===== src/hw/rtl/utf8_stream_decoder_macros.svh =====
// Assertion macros used by the UTF-8 stream decoder core
`ifndef UTF8_STREAM_DECODER_MACROS_SVH
`define UTF8_STREAM_DECODER_MACROS_SVH

`ifndef SYNTH
// check a property on every clock edge outside reset
`define UTF8SD_ASSERT(label, prop) \
    label: assert property (@(posedge i_clk) disable iff (!i_rst_n) prop) \
        else $error("utf8sd assertion failed");
// check a property on every clock edge, reset included
`define UTF8SD_ASSERT_ALWAYS(label, prop) \
    label: assert property (@(posedge i_clk) prop) \
        else $error("utf8sd assertion failed");
`else
`define UTF8SD_ASSERT(label, prop)
`define UTF8SD_ASSERT_ALWAYS(label, prop)
`endif

`endif


===== src/hw/rtl/utf8sd_pkg.sv =====
// Package: types, constants and lead-byte decode for the UTF-8 stream decoder
`timescale 1ns / 1ps
`default_nettype none

package utf8sd_pkg;

    localparam int unsigned BYTE_W    = 8;
    localparam int unsigned CP_W      = 31;
    localparam int unsigned LEN_W     = 3;
    localparam int unsigned CONT_W    = 6;
    localparam int unsigned ASCII_W   = 7;
    localparam int unsigned TDATA_W   = ((CP_W + LEN_W + 7) / 8) * 8;

    // lead byte thresholds
    localparam logic [BYTE_W-1:0] LEAD_2B = 8'h80;
    localparam logic [BYTE_W-1:0] LEAD_3B = 8'hE0;
    localparam logic [BYTE_W-1:0] LEAD_4B = 8'hF0;
    localparam logic [BYTE_W-1:0] LEAD_5B = 8'hF8;
    localparam logic [BYTE_W-1:0] LEAD_6B = 8'hFC;

    // payload masks kept from the lead byte
    localparam logic [BYTE_W-1:0] MASK_2B = 8'h1F;
    localparam logic [BYTE_W-1:0] MASK_3B = 8'h0F;
    localparam logic [BYTE_W-1:0] MASK_4B = 8'h07;
    localparam logic [BYTE_W-1:0] MASK_5B = 8'h03;
    localparam logic [BYTE_W-1:0] MASK_6B = 8'h01;
    localparam logic [BYTE_W-1:0] MASK_CONT = 8'h3F;

    localparam logic [LEN_W-1:0] LEN_1 = 3'd1;
    localparam logic [LEN_W-1:0] LEN_2 = 3'd2;
    localparam logic [LEN_W-1:0] LEN_3 = 3'd3;
    localparam logic [LEN_W-1:0] LEN_4 = 3'd4;
    localparam logic [LEN_W-1:0] LEN_5 = 3'd5;
    localparam logic [LEN_W-1:0] LEN_6 = 3'd6;

    // one decoded result
    typedef struct packed {
        logic                vld;
        logic [CP_W-1:0]     code_point;
        logic [LEN_W-1:0]    seq_len;
    } t_result;

    // lead byte classification
    typedef struct packed {
        logic [LEN_W-1:0]    len;
        logic [ASCII_W-1:0]  val;
    } t_lead;

    function automatic t_lead classify_lead(input logic [BYTE_W-1:0] b);
        t_lead       r;
        logic [BYTE_W-1:0] m;
        m = '0;
        if (b < LEAD_2B) begin
            r.len = LEN_1;
            m     = b;
        end else if (b < LEAD_3B) begin
            r.len = LEN_2;
            m     = b & MASK_2B;
        end else if (b < LEAD_4B) begin
            r.len = LEN_3;
            m     = b & MASK_3B;
        end else if (b < LEAD_5B) begin
            r.len = LEN_4;
            m     = b & MASK_4B;
        end else if (b < LEAD_6B) begin
            r.len = LEN_5;
            m     = b & MASK_5B;
        end else begin
            r.len = LEN_6;
            m     = b & MASK_6B;
        end
        r.val = m[ASCII_W-1:0];
        return r;
    endfunction

endpackage

`default_nettype wire


===== src/hw/rtl/utf8sd_core.sv =====
// Decode core: sequence state registers and the per-byte update logic
`timescale 1ns / 1ps
`default_nettype none
`include "utf8_stream_decoder_macros.svh"

module utf8sd_core (
    input  wire logic                          i_clk,
    input  wire logic                          i_rst_n,
    input  wire logic                          i_vld,
    input  wire logic [utf8sd_pkg::BYTE_W-1:0] i_byte,
    output utf8sd_pkg::t_result                o_res
);
    import utf8sd_pkg::*;

    logic [CP_W-1:0]  r_accum,      n_accum;
    logic [LEN_W-1:0] r_bytes_left, n_bytes_left;
    logic [LEN_W-1:0] r_cur_len,    n_cur_len;
    t_lead            lead;
    logic [CP_W-1:0]  shifted;
    logic [LEN_W-1:0] left_dec;

    assign lead     = classify_lead(i_byte);
    assign shifted  = {r_accum[CP_W-CONT_W-1:0], i_byte[CONT_W-1:0]};
    assign left_dec = r_bytes_left - LEN_1;

    // next state and result for the byte in hand
    always_comb begin
        n_accum      = r_accum;
        n_bytes_left = r_bytes_left;
        n_cur_len    = r_cur_len;
        o_res        = '0;
        if (i_vld) begin
            if (r_bytes_left == '0) begin
                if (lead.len == LEN_1) begin
                    // single byte: emit at once, stay idle
                    o_res.vld        = 1'b1;
                    o_res.code_point = CP_W'(lead.val);
                    o_res.seq_len    = LEN_1;
                    n_accum          = '0;
                    n_cur_len        = '0;
                end else begin
                    n_accum      = CP_W'(lead.val);
                    n_cur_len    = lead.len;
                    n_bytes_left = lead.len - LEN_1;
                end
            end else begin
                // continuation, taken without checking its top bits
                n_bytes_left = left_dec;
                if (left_dec == '0) begin
                    o_res.vld        = 1'b1;
                    o_res.code_point = shifted;
                    o_res.seq_len    = r_cur_len;
                    n_accum          = '0;
                    n_cur_len        = '0;
                end else begin
                    n_accum = shifted;
                end
            end
        end
    end

    // state registers
    always_ff @(posedge i_clk) begin
        if (!i_rst_n) begin
            r_accum      <= '0;
            r_bytes_left <= '0;
            r_cur_len    <= '0;
        end else begin
            r_accum      <= n_accum;
            r_bytes_left <= n_bytes_left;
            r_cur_len    <= n_cur_len;
        end
    end

    `UTF8SD_ASSERT(a_left_range, r_bytes_left <= LEN_5)
    `UTF8SD_ASSERT(a_idle_clear, (r_bytes_left == '0) |-> (r_cur_len == '0 && r_accum == '0))
    `UTF8SD_ASSERT(a_open_len, (r_bytes_left != '0) |-> (r_cur_len > r_bytes_left))
    `UTF8SD_ASSERT(a_res_len, o_res.vld |-> (o_res.seq_len != '0 && o_res.seq_len != 3'd7))

endmodule

`default_nettype wire


===== src/hw/rtl/utf8sd_out.sv =====
// Output register holding one decoded result until the sink takes it
`timescale 1ns / 1ps
`default_nettype none

module utf8sd_out (
    input  wire logic                           i_clk,
    input  wire logic                           i_rst_n,
    input  wire logic                           i_load,
    input  wire utf8sd_pkg::t_result            i_res,
    input  wire logic                           i_tready,
    output logic                                o_tvalid,
    output logic [utf8sd_pkg::TDATA_W-1:0]      o_tdata
);
    import utf8sd_pkg::*;

    logic             r_vld;
    logic [CP_W-1:0]  r_cp;
    logic [LEN_W-1:0] r_len;

    // valid flag: set on a new result, dropped once taken
    always_ff @(posedge i_clk) begin
        if (!i_rst_n) begin
            r_vld <= 1'b0;
        end else if (i_load && i_res.vld) begin
            r_vld <= 1'b1;
        end else if (i_tready) begin
            r_vld <= 1'b0;
        end
    end

    // payload
    always_ff @(posedge i_clk) begin
        if (i_load && i_res.vld) begin
            r_cp  <= i_res.code_point;
            r_len <= i_res.seq_len;
        end
    end

    assign o_tvalid = r_vld;
    assign o_tdata  = {(TDATA_W - CP_W - LEN_W)'(0), r_len, r_cp};

endmodule

`default_nettype wire


===== src/hw/rtl/utf8_stream_decoder.sv =====
// UTF-8 stream decoder (six-byte form): top level with input register and flow control
//
// Takes one UTF-8 byte per request on the slave side and returns one code
// point with its sequence length when a sequence completes; bytes 0x80-0xBF
// seen as a lead open a two-byte sequence and continuation bytes are not
// checked. Throughput is one byte per cycle while results are accepted: the
// state update is a single shift-and-merge into the 31-bit accumulator. The
// byte that completes a sequence passes through the input register, then its
// result is captured in the result register and shown on the master side.
// While a result waits unaccepted the decoder holds one further byte in its
// input register and then stalls.
`timescale 1ns / 1ps
`default_nettype none

module utf8_stream_decoder (
    input  wire logic                          i_clk,
    input  wire logic                          i_rst_n,
    input  wire logic                          i_s_axis_tvalid,
    output logic                               o_s_axis_tready,
    input  wire logic [utf8sd_pkg::BYTE_W-1:0] i_s_axis_tdata,  // [7:0] in_byte
    output logic                               o_m_axis_tvalid,
    input  wire logic                          i_m_axis_tready,
    output logic [utf8sd_pkg::TDATA_W-1:0]     o_m_axis_tdata   // [30:0] code_point,
                                                                // [33:31] seq_len, rest 0
);
    import utf8sd_pkg::*;

    logic              r_in_vld;
    logic [BYTE_W-1:0] r_in_byte;
    logic              advance;
    t_result           res;

    // byte in the input register moves on when the result slot is free
    assign advance         = r_in_vld && (!o_m_axis_tvalid || i_m_axis_tready);
    assign o_s_axis_tready = !r_in_vld || advance;

    // input register
    always_ff @(posedge i_clk) begin
        if (!i_rst_n) begin
            r_in_vld <= 1'b0;
        end else if (o_s_axis_tready) begin
            r_in_vld <= i_s_axis_tvalid;
        end
    end

    always_ff @(posedge i_clk) begin
        if (o_s_axis_tready && i_s_axis_tvalid) begin
            r_in_byte <= i_s_axis_tdata;
        end
    end

    utf8sd_core u_core (
        .i_clk   (i_clk),
        .i_rst_n (i_rst_n),
        .i_vld   (advance),
        .i_byte  (r_in_byte),
        .o_res   (res)
    );

    utf8sd_out u_out (
        .i_clk    (i_clk),
        .i_rst_n  (i_rst_n),
        .i_load   (advance),
        .i_res    (res),
        .i_tready (i_m_axis_tready),
        .o_tvalid (o_m_axis_tvalid),
        .o_tdata  (o_m_axis_tdata)
    );

endmodule

`default_nettype wire


===== config.mk =====
export PLATFORM = sky130hd
export DESIGN_NAME = utf8_stream_decoder
export DESIGN_NICKNAME = d
export VERILOG_FILES = /design/src/hw/rtl/utf8sd_pkg.sv /design/src/hw/rtl/utf8sd_core.sv /design/src/hw/rtl/utf8sd_out.sv /design/src/hw/rtl/utf8_stream_decoder.sv
export VERILOG_INCLUDE_DIRS = /design/src /design/src/hw/rtl
export SDC_FILE = /design/constraint.sdc
export NUM_CORES = 1
export LEC_CHECK = 0
export BUFFER_PORTS_ARGS = -buffer_cell sky130_fd_sc_hd__clkbuf_2
export CAP_MARGIN = 20
export CORE_MARGIN = 2
export CORE_UTILIZATION = 32
export CTS_BUF_LIST = sky130_fd_sc_hd__clkbuf_4 sky130_fd_sc_hd__clkbuf_8
export DETAILED_ROUTE_END_ITERATION = 8
export MAX_ROUTING_LAYER = met4
export SETUP_SLACK_MARGIN = 0.15
export SLEW_MARGIN = 15
export SYNTH_ARGS = -nofsm -noshare
export SYNTH_HDL_FRONTEND = slang
export SYNTH_SLANG_ARGS = --single-unit
export TNS_END_PERCENT = 10

===== constraint.sdc =====
create_clock -name i_clk -period 6.9 [get_ports i_clk]
set_clock_uncertainty 0.05 [all_clocks]
set_input_delay 1.38 -clock i_clk [delete_from_list [all_inputs] [get_ports i_clk]]
set_output_delay 1.38 -clock i_clk [all_outputs]
set_load 0.02 [all_outputs]

After elaboration in Yosys (flattened, before gate mapping)
Cells that the tools add are included.
{"block": "word_totals", "regBits": 75, "input_bits": 12, "output_inout_bits": 42, "wordCells": 54}
{"block": "classes", "add_sub_neg": 2, "n_lt_le_gt_ge": 5, "eq_ne": 2, "n_mux": 24, "n_reduce_logical": 13}
{"op": "two-way mux 35 bit", "n": 4}
{"op": "two-way mux 25 bit", "n": 2}
{"op": "less-than comparator 8 bit (second input constant)", "n": 5}
{"op": "two-way mux 3 bit", "n": 10}
{"op": "two-way mux 7 bit", "n": 4}
{"op": "logical NOT 3 bit", "n": 2}
{"op": "subtractor 3 x 1 -> 3 bit (second input constant)", "n": 2}
{"op": "two-way mux 2 bit", "n": 2}
{"op": "AND reduction 2 bit", "n": 2}
{"op": "nonzero test 2 bit", "n": 2}
{"op": "== test 3 x 1 -> 1 bit (second input constant)", "n": 1}
{"op": "logical AND 1 bit", "n": 3}
{"op": "logical NOT 1 bit", "n": 2}
{"op": "logical OR 1 bit", "n": 2}
{"op": "two-way mux 1 bit", "n": 2}
{"op": "inequality test 2 bit (second input constant)", "n": 1}

Logic depth before layout (Yosys ltp)
{"block": "logic_depth", "depth_word": 12, "ltp_mapped": 9, "depth_no_buf": 8}

By module
Synthesis repeated with hierarchy kept, for this count alone.
{"block": "unflattened", "cells_unflattened": 282, "area_unflattened_um2": 3116.7}
{"mod": "utf8sd_core", "n_inst": 1, "cells_each": 222, "area_per_inst_um2": 1691.6, "seq_area_each_um2": 620.6}
{"mod": "utf8sd_out", "n_inst": 1, "cells_each": 45, "area_per_inst_um2": 1109.8, "seq_area_each_um2": 1041.0}
{"mod": "utf8_stream_decoder", "n_inst": 1, "cells_each": 15, "area_per_inst_um2": 315.3, "seq_area_each_um2": 260.2}

Least setup slack after synthesis
OpenSTA, ideal clock, no wires.
{"block": "synth_timing", "path_type": "input -> output", "start": "input port i_m_axis_tready", "end": "output port o_s_axis_tready", "arrival_ns": 1.705, "required_ns": 5.470, "slack_ns": 3.765, "stages": 2, "path_buffers": 0, "cell_sequence": "nor2b_1 nand2_1"}
{"block": "synth_between", "elab_chain_len": 3}
{"item": "start: declaration", "line": "utf8_stream_decoder.sv:22", "rtl": "input wire logic i_m_axis_tready,"}
{"item": "logical OR 1 bit", "line": "utf8_stream_decoder.sv:34", "rtl": "assign advance = r_in_vld && (!o_m_axis_tvalid || i_m_axis_tready);"}
{"item": "logical AND 1 bit", "line": "utf8_stream_decoder.sv:34"}
{"item": "logical OR 1 bit", "line": "utf8_stream_decoder.sv:35", "rtl": "assign o_s_axis_tready = !r_in_vld || advance;"}
{"item": "end: declaration", "line": "utf8_stream_decoder.sv:19", "rtl": "output logic o_s_axis_tready,"}
Every way passes these cells.

Worst setup path in the final report
Same ends and word-level chain as after synthesis.

==> metrics.cfg <==
[clock_network]
cts_sinks=75
clock_path_buffers=2
cts_tree=built
numCtsBuffers=9
hold_buffers=0
postCtsResizedCells=0
clk_pin_slew_ns=0.07
cts_root_buf=clkbuf_8
h-tree-depth=3
cts_setup_buffers=0
clk_latency_ns=0.34

[cells_and_area]
nFillCells=959
fin_util=0.379
diodes=0
layout_commonest_cell=clkbuf_2
final_cell_mix=clkbuf_2 (47), edfxtp_1 (42), nand2_1 (38)
postLayoutCellArea_sq_um=3640
syn2layout_area_growth_pct=16.6
nNetsFinal=345
stdcell_count=466
drive_gt1_frac=0.216

[global_routing]
busiest_layer=met2
use_met3=0.0414
grt_max_degree=32
grt_first_pass_wirelength_mm=9.79
gr-total-overflow=0
use_met2=0.191
met1_usage=0.160
grt_usage=0.126
grt_pass1_vias=2044
antenna_found_initial=0

[worst_setup_path]
crit_path_top_delay_cell=nor2b_1
worstPathCellList=clkbuf_2 -> nor2b_1 -> nand2_1 -> clkbuf_2
worst_path_largest_cell_delay_ns=0.25
worstPathRequired_ns=5.47
cp.arrival_ns=2.01
r2r_slack_ns=4.26
crit_path_frequent_cell=clkbuf_2
path_max_fanout=3
r2r_cells=6
timing.rr.end=u_out.r_cp[21]
critPathKind=input port to output port
r2r-start=r_in_byte[7]
cp-end-kind=output port
critPathLaunchType=input port

[sta]
worst_pin_slew_ns=0.897
maxSlewHeadroom=0.402
hold_violations=0
rsz0062_at_grt=no
setup_viol=0
whs_ns=0.404
layout_setup_ws_ns=3.46
slew_violations=0
layout_min_cycle_time_ns=3.44
post-route-period-util=0.498
setup_tns_ns=0
fmax_mhz=291

[die]
core_sq_um=9590
rows=36
die_area_sq_um=10600
start_util=0.325
fp.dieH_um=103
io_pins=54
die_x_um=103

[place]
routabilityCongestion=0.771
place.port_buffers=47
place_inst=449
placed_area_sq_um=3430
hpwlAfterDp_mm=4.00
place_ws_ns=3.05

[hold_path]
holdPathEnd=u_core.r_accum[23]
hold_start=u_core.r_accum[23]
holdPathStages=2
hold_class=register to register

[synthesis]
ys_top_cells_by_area=edfxtp_1 (40%), dfxtp_1 (21%), and2_1 (6.2%), a21oi_1 (4.7%), nand2_1 (4.6%)
yosys_register_bits=75
ys_types=43
synth-async-reset-ratio=0
synth_top_area_share=0.404
synth_ff_type=edfxtp_1
post_synth.cell_area_avg_sq_um=11.0
syn-cell-area_sq_um=3120
ys_seq_area_frac=0.616
yosysWarnings=0
synth.largest_area_cell=edfxtp_1
synthesis.instances=284
synth_edf_count=42

[pwr]
ir_drop_mv=0.0743
p_leak_nw=1.32
total_power_uw=941
powerDensity_nw_per_um2=259

[drt]
drt-pass1-iter-count=4
drt-wirelength-per-cell_um=13.0
drt_iter0_drc=73
drc=0
num_vias=2140
ant_nets=0
via_per_inst=4.59
totalWireLength_mm=6.08

[status]
status=complete, no violations

[flow_run]
drv_cap=0

==> layout make-up <==
type                            count  area [sq um]  area share
Clock buffer                       11           139      0.0382
Multi-Input combinational cell    186          1070       0.294
Inverter                            6          22.5     0.00619
Sequential cell                    75          1920       0.528
Clock inverter                      5          53.8      0.0148
Timing Repair Buffer               50           265      0.0729
Tap cell                          133           166      0.0458
==> synth_stat cells (2+ instances only) <==
library cell,number
o21a_1,2
nand3_1,20
a211oi_1,3
and2_1,31
a21oi_1,29
o21ai_1,2
edfxtp_1,42
ha_1,5
o21ai_0,5
nor2_1,5
buf_2,11
and3_1,5
nand2b_1,3
clkbuf_1,2
o211ai_1,3
inv_1,5
nand4_1,3
nor3_1,3
clkbuf_2,2
dfxtp_1,33
nand2_1,38
a31oi_1,3
buf_4,7
nor2b_1,3
==> cell families (layout without fill, tap and decap cells) <==
kind of cell               Yosys count  in the layout  share of synthesized area
and+or+nand+nor                    120            120                      0.203
DFF                                 75             75                      0.616
AOI/OAI and AO/OA                   54             54                      0.109
buffers and inverters               28             72                     0.0473
adders and majority gates            5              5                     0.0201
other                                1              6                    0.00120
muxes                                1              1                    0.00321
==> per-layer routing <==
layer | vias up | wire (um) | part of all wire
met2 | 56 | 2850 | 0.47
li1 | 1082 | - | -
met3 | 4 | 295 | 0.049
met5 | - | 0 | 0
met1 | 998 | 2880 | 0.47
met4 | 0 | 58 | 0.0095
==> critical path, delay by kind of cell <==
| family | cells | cell delay [ns] |
|---|---|---|
| buffers and inverters | 2 | 0.26 |
| AND/OR/NAND/NOR | 2 | 0.36 |
==> sequential cells by signal, summed over array words and instances (netlist names) <==
name / flops
u_core.r_accum: 25
u_out.r_cp: 31
u_core.r_cur_len: 3
r_in_byte: 8
u_out.o_tvalid: 1
r_in_vld: 1
u_out.r_len: 3
u_core.r_bytes_left: 3
==> report_power, final <==
part | internal, mW | total [mW] | switching [mW]
Clock | 0.174 | 0.331 | 0.157
Sequential | 0.492 | 0.502 | 0.0108
Combinational | 0.0310 | 0.107 | 0.0764
==> worst max path at each step <==
stage | cells past startpoint | slack (ns) | to | start
floorplan | 2 | 3.76 | o_s_axis_tready | i_m_axis_tready
global placement | 5 | 3.16 | u_out.r_len[1] | i_m_axis_tready
detailed placement | 5 | 3.05 | u_out.r_len[1] | i_m_axis_tready
CTS | 5 | 3.43 | u_out.r_cp[21] | i_m_axis_tready
global route | 4 | 3.42 | o_s_axis_tready | i_m_axis_tready
finish | 4 | 3.46 | o_s_axis_tready | i_m_axis_tready
Note: power is estimated with default switching activity, not from simulation.
